### src/sky_pixel_compositor_core_macros.svh
// assertion macros shared by the sky compositor rtl
`ifndef SKY_PIXEL_COMPOSITOR_CORE_MACROS_SVH
`define SKY_PIXEL_COMPOSITOR_CORE_MACROS_SVH

// same-cycle implication, disabled while reset is low
`define SPC_ASSERT_SAME(lbl, clk, rst_n, ante, cons, msg) \
    lbl: assert property (@(posedge clk) disable iff (!rst_n) (ante) |-> (cons)) \
        else $error(msg);

// next-cycle implication, disabled while reset is low
`define SPC_ASSERT_NEXT(lbl, clk, rst_n, ante, cons, msg) \
    lbl: assert property (@(posedge clk) disable iff (!rst_n) (ante) |=> (cons)) \
        else $error(msg);

`endif

### src/spc_pkg.sv
// types, constants and constant tables of the sky pixel compositor
`timescale 1ns / 1ps

package spc_pkg;

    // panel geometry and sun size
    localparam int PANEL_WIDTH     = 64;
    localparam int ZONE_TOP        = 7;
    localparam int ZONE_BOTTOM     = 31;
    localparam int SUN_RADIUS      = 12;
    localparam int SUN_GLOW_RADIUS = 20;

    localparam int X_W       = 6;
    localparam int Y_W       = 5;
    localparam int CH_W      = 8;
    localparam int SPLIT_W   = 5;
    localparam int CFG_IDX_W = 3;
    localparam int CFG_W     = 24;

    // three channels, index 2 is red (bits 23..16), 0 is blue
    typedef logic [2:0][CH_W-1:0] t_pix;
    localparam int CH_RED   = 2;
    localparam int CH_GREEN = 1;
    localparam int CH_BLUE  = 0;

    typedef logic [CFG_IDX_W-1:0] t_cfg_idx;
    localparam t_cfg_idx CFG_BG_MODE        = t_cfg_idx'(0);
    localparam t_cfg_idx CFG_BG_TOP_COLOR   = t_cfg_idx'(1);
    localparam t_cfg_idx CFG_BG_BOTTOM_COLOR = t_cfg_idx'(2);
    localparam t_cfg_idx CFG_SPLIT_ROW      = t_cfg_idx'(3);
    localparam t_cfg_idx CFG_SUN_COLOR      = t_cfg_idx'(4);
    localparam t_cfg_idx CFG_SUN_SKY_COLOR  = t_cfg_idx'(5);
    localparam t_cfg_idx CFG_MOON_SKY_COLOR = t_cfg_idx'(6);
    localparam t_cfg_idx CFG_LAYER_ENABLE   = t_cfg_idx'(7);

    localparam logic [1:0] MODE_BLACK   = 2'd0;
    localparam logic [1:0] MODE_SOLID   = 2'd1;
    localparam logic [1:0] MODE_SUNRISE = 2'd2;
    localparam logic [1:0] MODE_SUNSET  = 2'd3;

    localparam int LAYER_SUN  = 0;
    localparam int LAYER_MOON = 1;

    typedef struct packed {
        logic [1:0]         bg_mode;
        t_pix               bg_top_color;
        t_pix               bg_bottom_color;
        logic [SPLIT_W-1:0] split_row;
        t_pix               sun_color;
        t_pix               sun_sky_color;
        t_pix               moon_sky_color;
        logic [1:0]         layer_enable;
    } t_cfg;

    localparam t_cfg CFG_RESET = '{
        bg_mode:         MODE_SOLID,
        bg_top_color:    24'h000820,
        bg_bottom_color: 24'h000000,
        split_row:       5'd19,
        sun_color:       24'hF0F0F0,
        sun_sky_color:   24'h000820,
        moon_sky_color:  24'h000008,
        layer_enable:    2'd0
    };

    // stage load enables handed from the top to every datapath unit
    typedef struct packed {
        logic en1;
        logic en2;
        logic en3;
    } t_pipe_ctl;

    typedef enum logic [1:0] {BG_BLACK, BG_TOP, BG_BOTTOM, BG_GRAD} t_bg_kind;

    // ceil(256 * sqrt(d2)), elaboration only
    function automatic logic [31:0] ceil_root256(input logic [31:0] d2);
        logic [31:0] v;
        logic [31:0] r;
        logic [31:0] t;
        v = d2 << 16;
        r = '0;
        for (int b = 15; b >= 0; b--) begin
            t = r | (32'd1 << b);
            if (t * t <= v) begin
                r = t;
            end
        end
        if (r * r < v) begin
            r = r + 32'd1;
        end
        return r;
    endfunction

    // gradient: floor(q / span) by reciprocal, q below 2^14, span below 32
    localparam int GRAD_Q_W   = 14;
    localparam int RECIP_SH   = 19;
    localparam int RECIP_W    = 20;
    localparam int RECIP_N    = 2 ** SPLIT_W;
    typedef logic [RECIP_N-1:0][RECIP_W-1:0] t_recip_tbl;

    function automatic t_recip_tbl build_recip_tbl();
        t_recip_tbl  tbl;
        logic [31:0] num;
        logic [31:0] rem;
        logic [31:0] quo;
        tbl = '0;
        for (int s = 1; s < RECIP_N; s++) begin
            // ceil(2^RECIP_SH / s) by shift and subtract
            num = 32'((2 ** RECIP_SH) + s - 1);
            rem = '0;
            quo = '0;
            for (int b = 31; b >= 0; b--) begin
                rem = {rem[30:0], num[b]};
                if (rem >= 32'(s)) begin
                    rem    = rem - 32'(s);
                    quo[b] = 1'b1;
                end
            end
            tbl[s] = RECIP_W'(quo);
        end
        return tbl;
    endfunction

    localparam t_recip_tbl RECIP_TBL = build_recip_tbl();

    // sun fade, indexed by squared distance past the disc edge
    localparam int SUN_R2        = SUN_RADIUS * SUN_RADIUS;
    localparam int SUN_G2        = SUN_GLOW_RADIUS * SUN_GLOW_RADIUS;
    localparam bit SUN_HAS_GLOW  = SUN_GLOW_RADIUS > SUN_RADIUS;
    localparam int SUN_GLOW_SPAN = SUN_HAS_GLOW ? SUN_GLOW_RADIUS - SUN_RADIUS : 1;
    localparam int SUN_TBL_N     = SUN_HAS_GLOW ? SUN_G2 - SUN_R2 : 1;
    localparam int SUN_IDX_W     = (SUN_TBL_N > 1) ? $clog2(SUN_TBL_N) : 1;
    localparam int FADE_W        = 9;
    localparam int D2_W          = 19;
    typedef logic [SUN_TBL_N-1:0][FADE_W-1:0] t_sun_tbl;

    function automatic t_sun_tbl build_sun_tbl();
        t_sun_tbl    tbl;
        logic [31:0] a;
        logic [31:0] f;
        tbl = '0;
        if (SUN_HAS_GLOW) begin
            for (int i = 0; i < SUN_TBL_N; i++) begin
                a = ceil_root256(32'(SUN_R2 + 1 + i));
                f = (32'(256 * SUN_GLOW_RADIUS) - a) / SUN_GLOW_SPAN;
                if (f > 32'd256) begin
                    f = 32'd256;
                end
                tbl[i] = FADE_W'(f);
            end
        end
        return tbl;
    endfunction

    localparam t_sun_tbl SUN_FADE_TBL = build_sun_tbl();

    // moon: disc radius 3, glow radius 5, center column 3, row ZONE_TOP+3
    localparam int MOON_CX     = 3;
    localparam int MOON_CY     = ZONE_TOP + 3;
    localparam int MOON_R2     = 9;
    localparam int MOON_G2     = 25;
    localparam int MOON_REACH  = 5;
    localparam int MOON_SPAN   = 2 * MOON_REACH + 1;
    localparam int MOON_N      = MOON_SPAN * MOON_SPAN;
    localparam int MOON_IDX_W  = $clog2(MOON_N);
    localparam int MOON_SHADE_BASE = 160;
    localparam int MOON_SHADE_MOD  = 40;
    localparam int MOON_SHADE_DARK = 120;
    localparam int MOON_SHADE_MIN  = 80;
    localparam int MOON_SHADE_MAX  = 220;
    localparam int MOON_BLUE_NUM   = 85;
    localparam int MOON_BLUE_DEN   = 100;
    localparam int MOON_GLOW_FULL  = 1280;

    // glow blend: red/green weight 0.4 over 1280, blue weight 0.3 over 2560
    localparam int MOON_RG_GAIN = 400;
    localparam int MOON_RG_DEN  = 1280;
    localparam int MOON_B_GAIN  = 480;
    localparam int MOON_B_DEN   = 2560;
    localparam int MOON_N_W     = 20;
    localparam int DIV5_MUL     = 52429;
    localparam int DIV5_SH      = 18;

    typedef enum logic [1:0] {MOON_NONE, MOON_DISC, MOON_GLOW} t_moon_kind;

    typedef struct packed {
        t_moon_kind      kind;
        logic [CH_W-1:0] shade;
        logic [CH_W-1:0] blue;
        logic [CH_W-1:0] fade;
    } t_moon_ent;

    typedef t_moon_ent [MOON_N-1:0] t_moon_tbl;

    function automatic t_moon_tbl build_moon_tbl();
        t_moon_tbl   tbl;
        t_moon_ent   e;
        int          dx;
        int          dy;
        int          d2;
        int          shade;
        logic [31:0] a;
        tbl = '0;
        for (int ix = 0; ix < MOON_SPAN; ix++) begin
            for (int iy = 0; iy < MOON_SPAN; iy++) begin
                dx = ix - MOON_REACH;
                dy = iy - MOON_REACH;
                d2 = dx * dx + dy * dy;
                e = '0;
                e.kind = MOON_NONE;
                if (d2 <= MOON_R2) begin
                    shade = MOON_SHADE_BASE + ((dx * 13 + dy * 7) % MOON_SHADE_MOD);
                    if ((dx == -1 && dy == -1) || (dx == 1 && dy == 1)) begin
                        shade = MOON_SHADE_DARK;
                    end
                    if (shade < MOON_SHADE_MIN) begin
                        shade = MOON_SHADE_MIN;
                    end
                    if (shade > MOON_SHADE_MAX) begin
                        shade = MOON_SHADE_MAX;
                    end
                    e.kind  = MOON_DISC;
                    e.shade = CH_W'(shade);
                    e.blue  = CH_W'(shade * MOON_BLUE_NUM / MOON_BLUE_DEN);
                end else if (d2 <= MOON_G2) begin
                    a = ceil_root256(32'(d2));
                    e.kind = MOON_GLOW;
                    e.fade = CH_W'((32'(MOON_GLOW_FULL) - a) / 2);
                end
                tbl[ix * MOON_SPAN + iy] = e;
            end
        end
        return tbl;
    endfunction

    localparam t_moon_tbl MOON_TBL = build_moon_tbl();

endpackage

### src/spc_background.sv
// background layer: black, solid or row gradient, three pipeline stages
`timescale 1ns / 1ps

module spc_background (
    input  logic                    i_clk,
    input  spc_pkg::t_pipe_ctl      i_ctl,
    input  spc_pkg::t_cfg           i_cfg,
    input  logic [spc_pkg::Y_W-1:0] i_pixel_y,
    output spc_pkg::t_pix           o_pix
);

    localparam int SW = spc_pkg::SPLIT_W;
    localparam int QW = spc_pkg::GRAD_Q_W;
    localparam int RW = spc_pkg::RECIP_W;

    // stage 1: row classification
    logic signed [6:0]   y_s;
    logic signed [6:0]   split_s;
    logic signed [6:0]   rise_span;
    logic signed [6:0]   set_span;
    spc_pkg::t_bg_kind   n_kind1;
    logic [SW-1:0]       n_num1;
    logic [SW-1:0]       n_span1;
    spc_pkg::t_bg_kind   r_kind1;
    logic [SW-1:0]       r_num1;
    logic [SW-1:0]       r_span1;

    always_comb begin
        y_s       = $signed({2'b00, i_pixel_y});
        split_s   = $signed({2'b00, i_cfg.split_row});
        rise_span = split_s - 7'(spc_pkg::ZONE_TOP);
        set_span  = 7'(spc_pkg::ZONE_BOTTOM) - split_s;
        n_kind1   = spc_pkg::BG_BLACK;
        n_num1    = '0;
        n_span1   = '0;
        case (i_cfg.bg_mode)
            spc_pkg::MODE_BLACK: begin
                n_kind1 = spc_pkg::BG_BLACK;
            end
            spc_pkg::MODE_SOLID: begin
                n_kind1 = spc_pkg::BG_TOP;
            end
            spc_pkg::MODE_SUNRISE: begin
                n_num1  = SW'(y_s - 7'(spc_pkg::ZONE_TOP));
                n_span1 = SW'(rise_span);
                if (y_s <= split_s && rise_span > 7'sd0) begin
                    n_kind1 = spc_pkg::BG_GRAD;
                end else begin
                    n_kind1 = spc_pkg::BG_BOTTOM;
                end
            end
            spc_pkg::MODE_SUNSET: begin
                n_num1  = SW'(y_s - split_s);
                n_span1 = SW'(set_span);
                if (y_s < split_s) begin
                    n_kind1 = spc_pkg::BG_TOP;
                end else if (set_span > 7'sd0) begin
                    n_kind1 = spc_pkg::BG_GRAD;
                end else begin
                    n_kind1 = spc_pkg::BG_BOTTOM;
                end
            end
            default: begin
                n_kind1 = spc_pkg::BG_BLACK;
            end
        endcase
    end

    always_ff @(posedge i_clk) begin
        if (i_ctl.en1) begin
            r_kind1 <= n_kind1;
            r_num1  <= n_num1;
            r_span1 <= n_span1;
        end
    end

    // stage 2: offset numerator (bot-top)*num + 256*span, never negative
    logic signed [8:0]    diff    [3];
    logic signed [14:0]   prod    [3];
    logic signed [15:0]   qsum    [3];
    logic [QW-1:0]        n_q2    [3];
    logic [QW-1:0]        r_q2    [3];
    logic [RW-1:0]        r_recip2;
    spc_pkg::t_bg_kind    r_kind2;

    always_comb begin
        for (int c = 0; c < 3; c++) begin
            diff[c] = $signed({1'b0, i_cfg.bg_bottom_color[c]})
                    - $signed({1'b0, i_cfg.bg_top_color[c]});
            prod[c] = diff[c] * $signed({1'b0, r_num1});
            qsum[c] = 16'(prod[c]) + $signed({3'b000, r_span1, 8'h00});
            n_q2[c] = qsum[c][QW-1:0];
        end
    end

    always_ff @(posedge i_clk) begin
        if (i_ctl.en2) begin
            r_q2     <= n_q2;
            r_recip2 <= spc_pkg::RECIP_TBL[r_span1];
            r_kind2  <= r_kind1;
        end
    end

    // stage 3: quotient by reciprocal, then top + q - 256
    logic [QW+RW-1:0]    mult   [3];
    logic [9:0]          gval   [3];
    spc_pkg::t_pix       n_pix3;
    spc_pkg::t_pix       r_pix3;

    always_comb begin
        for (int c = 0; c < 3; c++) begin
            mult[c] = (QW+RW)'(r_q2[c]) * (QW+RW)'(r_recip2);
            gval[c] = {2'b00, i_cfg.bg_top_color[c]}
                    + {1'b0, mult[c][spc_pkg::RECIP_SH +: 9]} - 10'd256;
            case (r_kind2)
                spc_pkg::BG_BLACK:  n_pix3[c] = '0;
                spc_pkg::BG_TOP:    n_pix3[c] = i_cfg.bg_top_color[c];
                spc_pkg::BG_BOTTOM: n_pix3[c] = i_cfg.bg_bottom_color[c];
                spc_pkg::BG_GRAD:   n_pix3[c] = gval[c][7:0];
                default:            n_pix3[c] = '0;
            endcase
        end
    end

    always_ff @(posedge i_clk) begin
        if (i_ctl.en3) begin
            r_pix3 <= n_pix3;
        end
    end

    assign o_pix = r_pix3;

endmodule

### src/spc_sun.sv
// sun layer: disc and faded glow around the top right corner
`timescale 1ns / 1ps

module spc_sun (
    input  logic                    i_clk,
    input  spc_pkg::t_pipe_ctl      i_ctl,
    input  spc_pkg::t_cfg           i_cfg,
    input  logic [spc_pkg::X_W-1:0] i_pixel_x,
    input  logic [spc_pkg::Y_W-1:0] i_pixel_y,
    output spc_pkg::t_pix           o_pix,
    output logic                    o_hit
);

    localparam int DW = spc_pkg::D2_W;
    localparam int FW = spc_pkg::FADE_W;

    // stage 1: squared distance to the sun center
    logic signed [9:0]  dx;
    logic signed [9:0]  dy;
    logic signed [19:0] sqx;
    logic signed [19:0] sqy;
    logic [DW-1:0]      n_d2;
    logic [DW-1:0]      r_d2;

    always_comb begin
        dx   = 10'(spc_pkg::PANEL_WIDTH - 1) - $signed({4'b0000, i_pixel_x});
        dy   = $signed({5'b00000, i_pixel_y}) - 10'(spc_pkg::ZONE_TOP);
        sqx  = dx * dx;
        sqy  = dy * dy;
        n_d2 = {1'b0, sqx[DW-2:0]} + {1'b0, sqy[DW-2:0]};
    end

    always_ff @(posedge i_clk) begin
        if (i_ctl.en1) begin
            r_d2 <= n_d2;
        end
    end

    // stage 2: region and fade lookup
    logic                         n_disc2;
    logic                         n_glow2;
    logic [DW-1:0]                fade_off;
    logic [FW-1:0]                n_fade2;
    logic                         r_disc2;
    logic                         r_glow2;
    logic [FW-1:0]                r_fade2;

    always_comb begin
        n_disc2  = r_d2 <= DW'(spc_pkg::SUN_R2);
        n_glow2  = !n_disc2 && spc_pkg::SUN_HAS_GLOW && (r_d2 <= DW'(spc_pkg::SUN_G2));
        fade_off = r_d2 - DW'(spc_pkg::SUN_R2 + 1);
        n_fade2  = n_glow2 ? spc_pkg::SUN_FADE_TBL[fade_off[spc_pkg::SUN_IDX_W-1:0]] : '0;
    end

    always_ff @(posedge i_clk) begin
        if (i_ctl.en2) begin
            r_disc2 <= n_disc2;
            r_glow2 <= n_glow2;
            r_fade2 <= n_fade2;
        end
    end

    // stage 3: blend sun and sky by the fade
    logic [FW-1:0]   inv_fade;
    logic [16:0]     blend   [3];
    spc_pkg::t_pix   n_pix3;
    spc_pkg::t_pix   r_pix3;
    logic            r_hit3;

    always_comb begin
        inv_fade = FW'(256) - r_fade2;
        for (int c = 0; c < 3; c++) begin
            blend[c] = 17'(i_cfg.sun_color[c]) * 17'(r_fade2)
                     + 17'(i_cfg.sun_sky_color[c]) * 17'(inv_fade);
            n_pix3[c] = r_disc2 ? i_cfg.sun_color[c] : blend[c][15:8];
        end
    end

    always_ff @(posedge i_clk) begin
        if (i_ctl.en3) begin
            r_pix3 <= n_pix3;
            r_hit3 <= r_disc2 || r_glow2;
        end
    end

    assign o_pix = r_pix3;
    assign o_hit = r_hit3;

endmodule

### src/spc_moon.sv
// moon layer: mottled disc from a table and a glow blended into the sky
`timescale 1ns / 1ps

module spc_moon (
    input  logic                    i_clk,
    input  spc_pkg::t_pipe_ctl      i_ctl,
    input  spc_pkg::t_cfg           i_cfg,
    input  logic [spc_pkg::X_W-1:0] i_pixel_x,
    input  logic [spc_pkg::Y_W-1:0] i_pixel_y,
    output spc_pkg::t_pix           o_pix,
    output logic                    o_hit
);

    localparam int IW = spc_pkg::MOON_IDX_W;
    localparam int NW = spc_pkg::MOON_N_W;

    // stage 1: window around the moon and table lookup
    logic signed [7:0]  ix;
    logic signed [7:0]  iy;
    logic               in_win;
    logic [IW-1:0]      idx;
    spc_pkg::t_moon_ent n_ent1;
    spc_pkg::t_moon_ent r_ent1;

    always_comb begin
        ix     = $signed({2'b00, i_pixel_x})
               - 8'(spc_pkg::MOON_CX - spc_pkg::MOON_REACH);
        iy     = $signed({3'b000, i_pixel_y})
               - 8'(spc_pkg::MOON_CY - spc_pkg::MOON_REACH);
        in_win = (ix >= 8'sd0) && (ix < 8'(spc_pkg::MOON_SPAN))
              && (iy >= 8'sd0) && (iy < 8'(spc_pkg::MOON_SPAN));
        idx    = IW'(ix[3:0]) * IW'(spc_pkg::MOON_SPAN) + IW'(iy[3:0]);
        n_ent1 = '0;
        if (in_win) begin
            n_ent1 = spc_pkg::MOON_TBL[idx];
        end
    end

    always_ff @(posedge i_clk) begin
        if (i_ctl.en1) begin
            r_ent1 <= n_ent1;
        end
    end

    // stage 2: glow numerators
    logic [10:0]        w_rg;
    logic [11:0]        w_b;
    logic [NW-1:0]      n_num_r;
    logic [NW-1:0]      n_num_g;
    logic [NW-1:0]      n_num_b;
    logic [NW-1:0]      r_num_r;
    logic [NW-1:0]      r_num_g;
    logic [NW-1:0]      r_num_b;
    spc_pkg::t_moon_ent r_ent2;

    always_comb begin
        w_rg    = 11'(spc_pkg::MOON_RG_DEN) - {2'b00, r_ent1.fade, 1'b0};
        w_b     = 12'(spc_pkg::MOON_B_DEN) - 12'(3 * r_ent1.fade);
        n_num_r = NW'(spc_pkg::MOON_RG_GAIN) * NW'(r_ent1.fade)
                + NW'(i_cfg.moon_sky_color[spc_pkg::CH_RED]) * NW'(w_rg);
        n_num_g = NW'(spc_pkg::MOON_RG_GAIN) * NW'(r_ent1.fade)
                + NW'(i_cfg.moon_sky_color[spc_pkg::CH_GREEN]) * NW'(w_rg);
        n_num_b = NW'(spc_pkg::MOON_B_GAIN) * NW'(r_ent1.fade)
                + NW'(i_cfg.moon_sky_color[spc_pkg::CH_BLUE]) * NW'(w_b);
    end

    always_ff @(posedge i_clk) begin
        if (i_ctl.en2) begin
            r_num_r <= n_num_r;
            r_num_g <= n_num_g;
            r_num_b <= n_num_b;
            r_ent2  <= r_ent1;
        end
    end

    // stage 3: divide by 1280 and 2560 as a shift then a divide by five
    logic [26:0]   q_r;
    logic [26:0]   q_g;
    logic [26:0]   q_b;
    spc_pkg::t_pix n_pix3;
    spc_pkg::t_pix r_pix3;
    logic          r_hit3;

    always_comb begin
        q_r = 27'(r_num_r[18:8]) * 27'(spc_pkg::DIV5_MUL);
        q_g = 27'(r_num_g[18:8]) * 27'(spc_pkg::DIV5_MUL);
        q_b = 27'(r_num_b[19:9]) * 27'(spc_pkg::DIV5_MUL);
        if (r_ent2.kind == spc_pkg::MOON_DISC) begin
            n_pix3[spc_pkg::CH_RED]   = r_ent2.shade;
            n_pix3[spc_pkg::CH_GREEN] = r_ent2.shade;
            n_pix3[spc_pkg::CH_BLUE]  = r_ent2.blue;
        end else begin
            n_pix3[spc_pkg::CH_RED]   = q_r[spc_pkg::DIV5_SH +: spc_pkg::CH_W];
            n_pix3[spc_pkg::CH_GREEN] = q_g[spc_pkg::DIV5_SH +: spc_pkg::CH_W];
            n_pix3[spc_pkg::CH_BLUE]  = q_b[spc_pkg::DIV5_SH +: spc_pkg::CH_W];
        end
    end

    always_ff @(posedge i_clk) begin
        if (i_ctl.en3) begin
            r_pix3 <= n_pix3;
            r_hit3 <= r_ent2.kind != spc_pkg::MOON_NONE;
        end
    end

    assign o_pix = r_pix3;
    assign o_hit = r_hit3;

endmodule

### src/sky_pixel_compositor_core.sv
// Sky pixel compositor: one panel pixel in, one sky color out. The layers are
// a background (black, solid, sunrise or sunset gradient), then the sun, then
// the moon, computed side by side in three register stages followed by an
// output register; a new pixel is taken every clock unless the output stalls.
// Multiplies stay narrow, with one level of them per stage; fades come from
// constant tables indexed by squared distance or position. A stalled output
// holds the pipeline only once every stage is full; bubbles are squeezed out.
// Configuration writes take effect at once; the user must make them while no
// pixel is in flight, as the block itself does not enforce this.
`timescale 1ns / 1ps
`include "sky_pixel_compositor_core_macros.svh"

module sky_pixel_compositor_core (
    input  logic                          i_clk,
    input  logic                          i_rst_n,
    input  logic                          i_in_valid,
    output logic                          o_in_stall,
    input  logic [spc_pkg::X_W-1:0]       i_pixel_x,
    input  logic [spc_pkg::Y_W-1:0]       i_pixel_y,
    output logic                          o_out_valid,
    input  logic                          i_out_stall,
    output logic [spc_pkg::CH_W-1:0]      o_red,
    output logic [spc_pkg::CH_W-1:0]      o_green,
    output logic [spc_pkg::CH_W-1:0]      o_blue,
    output logic                          o_covered,
    input  logic                          i_cfg_we,
    input  logic [spc_pkg::CFG_IDX_W-1:0] i_cfg_index,
    input  logic [spc_pkg::CFG_W-1:0]     i_cfg_data
);

    // configuration registers
    spc_pkg::t_cfg r_cfg;
    spc_pkg::t_cfg n_cfg;

    always_comb begin
        n_cfg = r_cfg;
        if (i_cfg_we) begin
            case (i_cfg_index)
                spc_pkg::CFG_BG_MODE:         n_cfg.bg_mode         = i_cfg_data[1:0];
                spc_pkg::CFG_BG_TOP_COLOR:    n_cfg.bg_top_color    = i_cfg_data;
                spc_pkg::CFG_BG_BOTTOM_COLOR: n_cfg.bg_bottom_color = i_cfg_data;
                spc_pkg::CFG_SPLIT_ROW:
                    n_cfg.split_row = i_cfg_data[spc_pkg::SPLIT_W-1:0];
                spc_pkg::CFG_SUN_COLOR:       n_cfg.sun_color       = i_cfg_data;
                spc_pkg::CFG_SUN_SKY_COLOR:   n_cfg.sun_sky_color   = i_cfg_data;
                spc_pkg::CFG_MOON_SKY_COLOR:  n_cfg.moon_sky_color  = i_cfg_data;
                spc_pkg::CFG_LAYER_ENABLE:    n_cfg.layer_enable    = i_cfg_data[1:0];
                default:                      n_cfg = r_cfg;
            endcase
        end
    end

    always_ff @(posedge i_clk) begin
        if (!i_rst_n) begin
            r_cfg <= spc_pkg::CFG_RESET;
        end else begin
            r_cfg <= n_cfg;
        end
    end

    // valid chain; a stage loads when empty or when the next one moves
    logic               r_v1;
    logic               r_v2;
    logic               r_v3;
    logic               r_out_valid;
    logic               en4;
    spc_pkg::t_pipe_ctl ctl;

    always_comb begin
        en4     = !r_out_valid || !i_out_stall;
        ctl.en3 = !r_v3 || en4;
        ctl.en2 = !r_v2 || ctl.en3;
        ctl.en1 = !r_v1 || ctl.en2;
    end

    always_ff @(posedge i_clk) begin
        if (!i_rst_n) begin
            r_v1        <= 1'b0;
            r_v2        <= 1'b0;
            r_v3        <= 1'b0;
            r_out_valid <= 1'b0;
        end else begin
            if (ctl.en1) begin
                r_v1 <= i_in_valid;
            end
            if (ctl.en2) begin
                r_v2 <= r_v1;
            end
            if (ctl.en3) begin
                r_v3 <= r_v2;
            end
            if (en4) begin
                r_out_valid <= r_v3;
            end
        end
    end

    // zone check travels beside the layer units
    logic n_cov1;
    logic r_cov1;
    logic r_cov2;
    logic r_cov3;

    assign n_cov1 = ({4'b0000, i_pixel_y} >= 9'(spc_pkg::ZONE_TOP))
                 && ({4'b0000, i_pixel_y} <= 9'(spc_pkg::ZONE_BOTTOM))
                 && ({3'b000, i_pixel_x} < 9'(spc_pkg::PANEL_WIDTH));

    always_ff @(posedge i_clk) begin
        if (ctl.en1) begin
            r_cov1 <= n_cov1;
        end
        if (ctl.en2) begin
            r_cov2 <= r_cov1;
        end
        if (ctl.en3) begin
            r_cov3 <= r_cov2;
        end
    end

    spc_pkg::t_pix bg_pix;
    spc_pkg::t_pix sun_pix;
    spc_pkg::t_pix moon_pix;
    logic          sun_hit;
    logic          moon_hit;

    spc_background u_background (
        .i_clk     (i_clk),
        .i_ctl     (ctl),
        .i_cfg     (r_cfg),
        .i_pixel_y (i_pixel_y),
        .o_pix     (bg_pix)
    );

    spc_sun u_sun (
        .i_clk     (i_clk),
        .i_ctl     (ctl),
        .i_cfg     (r_cfg),
        .i_pixel_x (i_pixel_x),
        .i_pixel_y (i_pixel_y),
        .o_pix     (sun_pix),
        .o_hit     (sun_hit)
    );

    spc_moon u_moon (
        .i_clk     (i_clk),
        .i_ctl     (ctl),
        .i_cfg     (r_cfg),
        .i_pixel_x (i_pixel_x),
        .i_pixel_y (i_pixel_y),
        .o_pix     (moon_pix),
        .o_hit     (moon_hit)
    );

    // layer order: moon over sun over background
    spc_pkg::t_pix n_out_pix;
    spc_pkg::t_pix r_out_pix;
    logic          r_out_cov;

    always_comb begin
        n_out_pix = '0;
        if (r_cov3) begin
            if (moon_hit && r_cfg.layer_enable[spc_pkg::LAYER_MOON]) begin
                n_out_pix = moon_pix;
            end else if (sun_hit && r_cfg.layer_enable[spc_pkg::LAYER_SUN]) begin
                n_out_pix = sun_pix;
            end else begin
                n_out_pix = bg_pix;
            end
        end
    end

    always_ff @(posedge i_clk) begin
        if (en4) begin
            r_out_pix <= n_out_pix;
            r_out_cov <= r_cov3;
        end
    end

    assign o_in_stall  = !ctl.en1;
    assign o_out_valid = r_out_valid;
    assign o_red       = r_out_pix[spc_pkg::CH_RED];
    assign o_green     = r_out_pix[spc_pkg::CH_GREEN];
    assign o_blue      = r_out_pix[spc_pkg::CH_BLUE];
    assign o_covered   = r_out_cov;

    `SPC_ASSERT_NEXT(a_accept_loads_stage1, i_clk, i_rst_n, i_in_valid && !o_in_stall, r_v1, "accepted transfer did not reach stage one")
    `SPC_ASSERT_NEXT(a_stage3_reaches_out, i_clk, i_rst_n, r_v3 && en4, r_out_valid, "stage three item lost before the output")
    `SPC_ASSERT_SAME(a_stall_only_when_full, i_clk, i_rst_n, o_in_stall, r_out_valid && i_out_stall && r_v1 && r_v2 && r_v3, "input stalled with room in the pipeline")
    `SPC_ASSERT_SAME(a_uncovered_is_black, i_clk, i_rst_n, r_out_valid && !r_out_cov, (o_red == 8'd0) && (o_green == 8'd0) && (o_blue == 8'd0), "pixel outside the zone is not black")

endmodule
### config.mk
export PLATFORM = sky130hd
export DESIGN_NAME = sky_pixel_compositor_core
export DESIGN_NICKNAME = d
export VERILOG_FILES = /design/src/spc_pkg.sv /design/src/spc_background.sv /design/src/spc_sun.sv /design/src/spc_moon.sv /design/src/sky_pixel_compositor_core.sv
export VERILOG_INCLUDE_DIRS = /design/src /design/src/src
export SDC_FILE = /design/constraint.sdc
export NUM_CORES = 2
export LEC_CHECK = 0
export BUFFER_PORTS_ARGS = -buffer_cell sky130_fd_sc_hd__buf_2
export CORE_MARGIN = 2
export CORE_UTILIZATION = 55
export DETAILED_ROUTE_END_ITERATION = 8
export GPL_TIMING_DRIVEN = 0
export PLACE_DENSITY_LB_ADDON = 0.1
export SYNTH_ARGS = -nofsm -noshare
export SYNTH_HDL_FRONTEND = slang
export SYNTH_SLANG_ARGS = --single-unit
export TNS_END_PERCENT = 1
### constraint.sdc
create_clock -name i_clk -period 8.9 [get_ports i_clk]
set_clock_uncertainty 0.15 [all_clocks]
set_input_delay 0.89 -clock i_clk [delete_from_list [all_inputs] [get_ports i_clk]]
set_output_delay 0.89 -clock i_clk [all_outputs]
set_load 0.005 [all_outputs]
# Yosys cells after proc, flatten, opt, wreduce, memory -nomap -nowiden
# Memory sizes are Yosys's and may differ from the RTL's. A register that Yosys moved wholly into a read port is not among the register bits.
# Index checks and enable logic that the tools add are counted.
# word_totals
regBits	388
mem_bits_ro	6272
out_inout_bits	27
word_cells	188
memories	3
# classes
n_addsub	32
multipliers	24
magnitude_cmp	11
n_eq_ne	14
mux	15
reduce_logical	33
# mem_list
name	depth	word_bits	rd	rd_ports_with_merged_regs	wr	line_no	source
(name not given)	128	26	1	1	0	spc_moon.sv:35	n_ent1 = spc_pkg::MOON_TBL[idx];
(name not given)	256	9	1	1	0	spc_sun.sv:52	n_fade2 = n_glow2 ? spc_pkg::SUN_FADE_TBL[fade_off[spc_pkg::SUN_IDX_W-1:0]] : '0;
(name not given)	32	20	1	1	0	spc_background.sv:99	r_recip2 <= spc_pkg::RECIP_TBL[r_span1];
# op_table
op	count
$mul A8 B9 Y16	6
$pmux W8 S4	3
$mul A14 B20 Y27	3
$mul A11 B16 Y26 const B	3
$mux W24	3
$add A16 B16 Y16	3
$add A14 B14 Y14	3
$mul A9 B6 Y14	3
$add A17 B19 Y19	2
$mul A8 B11 Y19	2
$sub A8 B8 Y9	3
$add A8 B8 Y8	3
$mux W8	3
$sub A8 B1 Y8 const B	3
$add A17 B20 Y20	1
$mul A8 B12 Y20	1
$pmux W5 S2	2
$add A18 B18 Y19	1
$le A19 B8 Y1 const B	1
$le A19 B9 Y1 const B	1
$sub A5 B3 Y6 const B	3
$ge A8 B1 Y1 const B	2
$lt A8 B5 Y1 const B	2
$reduce_and A2 Y1	8
34 further kinds	64

# Depth between registers and ports, before layout
# logic_depth
word_depth	6
mapped_depth	32

# Hierarchy
# From an unflattened synthesis, not the netlist that was laid out.
# hier_totals
hier_cells	9268
area_unflattened_um2	83865.4
# by_module_without_submodules
module	n_inst	cells_per_inst	area_per_inst_um2	seq_area_each_um2
spc_background	1	3694	33703.6	3002.9
spc_moon	1	2444	22904.5	2972.9
spc_sun	1	2406	20626.0	1621.6
sky_pixel_compositor_core	1	724	6631.4	3503.4

# Least setup slack after synthesis
# OpenSTA, ideal clock, no wires.
# synth_timing
path_kind	register to register
start	register u_background.r_recip2[8]
end	register u_background.r_pix3 (netlist bit u_background.o_pix[14]), data pin
setup_time_ps	256
arrival_time_ps	7211
path_slack_ps	1282
stages_incl_launch_ff	30
n_path_buf	1
path_cell_list	edfxtp_1 clkbuf_1 and2_1 fa_1 inv_1 fa_1 inv_1 fa_1 fa_1 fa_1 inv_1 fa_1 inv_1 ha_1 a211oi_1 nand2_1 a2111oi_2 a211oi_1 a211o_1 a21oi_1 xnor2_1 ha_1 fa_1 a21o_1 a21o_1 a21o_1 a21oi_1 xnor2_1 mux2_2 a22o_1
# synth_between
elab_chain_len	4
# synth_lines
element	line_no	source
start: declaration	spc_background.sv:83	logic [RW-1:0] r_recip2;
$mul A14 B20 Y27	spc_background.sv:112	mult[c] = (QW+RW)'(r_q2[c]) * (QW+RW)'(r_recip2);
$add A8 B8 Y8	spc_background.sv:114	+ {1'b0, mult[c][spc_pkg::RECIP_SH +: 9]} - 10'd256;
$sub A8 B1 Y8	spc_background.sv:114	
$pmux W8 S4	spc_background.sv:115	case (r_kind2)
end signal: assignment	spc_background.sv:127	r_pix3 <= n_pix3;
end: declaration	spc_background.sv:108	spc_pkg::t_pix r_pix3;
# No other way between the ends.
# A chain may end at the register's enable or synchronous reset.

# Worst setup path after layout
# layout_timing
start	register u_background.r_recip2[5]
end	register u_background.r_pix3 (netlist bit u_background.o_pix[23]), data pin
# Same word-level chain as after synthesis.

==> reports/metrics.cfg <==
[routing]
drcViolationCount=0
ant_nets=0
first_pass_iters=6
postRouteWirelength_um=234000
via_per_inst=5.58
drt_iter0_markers=4749
vias=61707
wl_per_cell_um=21.2

[place]
dp_hpwl_um=193000
pre_cts_ws_ns=-0.990
gp_congestion=0.962
dpl_cell_area_sq_um=84000
io_buffer_count=64

[floorplan]
die_h_um=388
dieArea_sq_um=151000
core.rowCount=141
coreArea_sq_um=147000
ios=70
die_width_um=388
start_util=0.552

[cts]
numCtsBuffers=45
cts_tree=built
worstSkewPairLatency_ns=0.64
clk_path_buf_depth=3
h-tree-depth=2
numClockSinks=414
cts-root-buf=clkbuf_16
clk_pin_slew_ns=0.06
cts_hold_buf=0

[worst_setup_path]
end_kind=register
cp_top_family=adder cells
start_kind=register
worst_r2r_path_depth=30
critPathKind=register to register
crit_buf_inv=6
crit_top_cell=fa_1
critPathArrivalTime_ns=9.02
cp_slowest_cell=edfxtp_1
worstPathRequired_ns=9.11
cp_num_cells=30
critPathMaxStageDelay_ns=0.57
cp_max_fo=10

[timing]
fmaxAchievable_mhz=113
finalWorstSetupSlack_ns=0.0879
period_needed_ns=8.81
hold_viol=0
drv_slew=0
rsz0062_at_grt=yes
tightest_slew_ns=1.35
setup_viol_count_final=0
worst_slew_margin_rel=0.0913
fin_crit_sh=0.990

[yosys]
synth_nets=11298
yosysSeqAreaShare=0.137
yosys.area.top_type=fa_1
netlist.area_leader.share=0.328
synth_area_sq_um=81200
synthArstFlopShare=0
synth_seq_cells=414
yosys_warnings=0
ys.flop_type=edfxtp_1
syn_avg_cell_area_sq_um=9.07
syn_inst=8954
synth_edf_count=281
synth_area_leaders=fa_1 33%, ha_1 15%, edfxtp_1 10%
ys_types=87

[global_routing]
grt_remaining_overflow=0
track_usage=0.319
grt_pass1_wl_um=370000
grt_max_degree=76
grt_pass1_vias=63800
antenna_found_initial=36

[power_and_ir_drop]
peakVddDrop_mv=0.237
power_leakage_nw=42.6
pwr_density_cell_nw_per_um2=135

[worst_hold_path]
hold_path_class=register to register
holdPathStages=0

[finish]
drive_above_1_share=0.0343
fin_nets=11422
syn_to_final_growth_pct=5.73
final_area_sq_um=85900
fill_cells=13387

[outcome]
status=completed

[job]
max-cap-violations=0

registers in the layout (all words and copies together), names as in the netlist, 2 cells and up:
name                   flops
u_moon.o_pix              24
u_moon.r_num_g            11
u_background.r_span1       5
o_green                    8
o_red                      8
u_background.r_recip2     20
u_background.r_kind2       2
o_blue                     8
u_background.r_kind1       2
u_moon.r_num_b            11
u_sun.o_pix               24
u_sun.r_fade2              8
u_background.r_q2         42
u_moon.r_ent2             17
u_moon.r_num_r            11
u_sun.r_d2                19
u_background.o_pix        24
r_cfg                    129
u_background.r_num1        5
u_moon.r_ent1             24
cells in the mapped netlist, types with 7 or more instances:
master	number
o31a_1	7
fa_1	1331
mux2_2	18
o311ai_0	8
o211a_1	27
nor2_1	214
a311oi_1	15
nand2_1	1158
or2_2	15
ha_1	970
nand3_1	138
buf_2	21
buf_1	33
a22oi_1	12
nor2b_1	68
a2111oi_0	7
o211ai_1	36
o22ai_1	19
a22o_1	24
nand4_1	17
a21oi_1	275
a21boi_0	119
edfxtp_1	281
or3_1	10
a211oi_1	31
mux2i_1	20
a31oi_1	26
a211o_1	9
and2_1	874
o21bai_1	40
nand2b_1	36
and3_1	27
xor2_1	82
o21ai_0	198
a21o_1	53
xnor2_1	238
a221oi_1	11
o21a_1	30
inv_1	1747
dfxtp_1	133
clkbuf_1	398
o31ai_1	13
nor3_1	61
power breakdown:
part           leakage [nW]  internal [mW]  total [mW]  switching (mW)
Clock                 0.738           1.10        1.98           0.877
Sequential             4.43           2.33        2.51           0.180
Combinational          37.4           2.62        7.13            4.52
placed cells by master, fill, tap and decap left out, types with 29 or more instances in the layout:
cell type  instances
a211oi_1          29
a21boi_0         119
a21o_1            53
a21oi_1          272
and2_1           874
buf_1             32
buf_2             95
clkbuf_1         337
clkbuf_16         46
clkbuf_2          48
dfxtp_1          133
edfxtp_1         281
fa_1            1331
ha_1             970
inv_1           1745
nand2_1         1157
nand2b_1          36
nand3_1          137
nor2_1           214
nor2b_1           68
nor3_1            60
o211ai_1          36
o21a_1            30
o21ai_0          197
o21bai_1          40
xnor2_1          237
xor2_1            80
per-stage QoR:
stage	hold WS (ns)	std cells	TNS [ns]	util	power (mW)
floorplan	0.250	8954	0	-	7.48
global placement	0.253	10948	-6.84	0.571	9.46
detailed placement	0.256	10950	-7.50	0.571	9.55
CTS	0.271	11035	-0.0910	0.582	11.6
global route	0.280	11047	-0.636	0.584	12.6
finish	0.270	11051	0	0.584	11.6
per-layer routing:
layer	share of wire	GRT usage	wire length, um	vias to the layer above
li1	-	-	-	28098
met1	0.42	0.435	98600	31172
met2	0.47	0.524	109000	2018
met3	0.077	0.0513	18000	391
met4	0.035	0.0945	8270	28
met5	0.00072	0	169	-
worst paths after layout:
kind                            slack (ns)                                    to                          startpoint
worst min-delay path                  0.27           u_moon.r_ent2[22]$_DFFE_PP_     u_moon.r_ent1[22]$_SDFFCE_PN0N_
worst max register to register        0.09  u_background.o_pix[23]$_SDFFCE_PN0P_  u_background.r_recip2[5]$_DFFE_PP_
worst max-delay path                  0.09  u_background.o_pix[23]$_SDFFCE_PN0P_  u_background.r_recip2[5]$_DFFE_PP_
worst min register to register        0.27           u_moon.r_ent2[22]$_DFFE_PP_     u_moon.r_ent1[22]$_SDFFCE_PN0N_
area by class of cell:
class,instances,area [sq um],share of cell area
antenna,8,20.0,0.000233
buffer,447,1820,0.0212
clock buffer,58,1220,0.0142
clock inverter,24,290,0.00338
inverter,1752,6580,0.0767
multi-input combinational,6336,61900,0.721
sequential,414,11100,0.129
tap,1930,2410,0.0281
timing repair buffer,82,526,0.00612
cell families after synthesis:
kind of cell | after synthesis | synth area share
AO/OA/AOI/OAI | 1025 | 0.0835
XOR/XNOR | 325 | 0.0355
adder cells (fa/ha/maj) | 2301 | 0.477
buffers and inverters | 2204 | 0.102
flip-flops | 414 | 0.137
multiplexers | 41 | 0.00579
AND/OR/NAND/NOR | 2644 | 0.159
what timing repair did:
| action | 4_1_cts | 5_1_grt |
|---|---|---|
| buffers inserted | 4 | 12 |
| pin swaps | 0 | 3 |
| endpoints found under the setup margin | 21 | 19 |
| gates resized for setup | 47 | 95 |
Note: power is estimated with default switching activity, not from simulation.
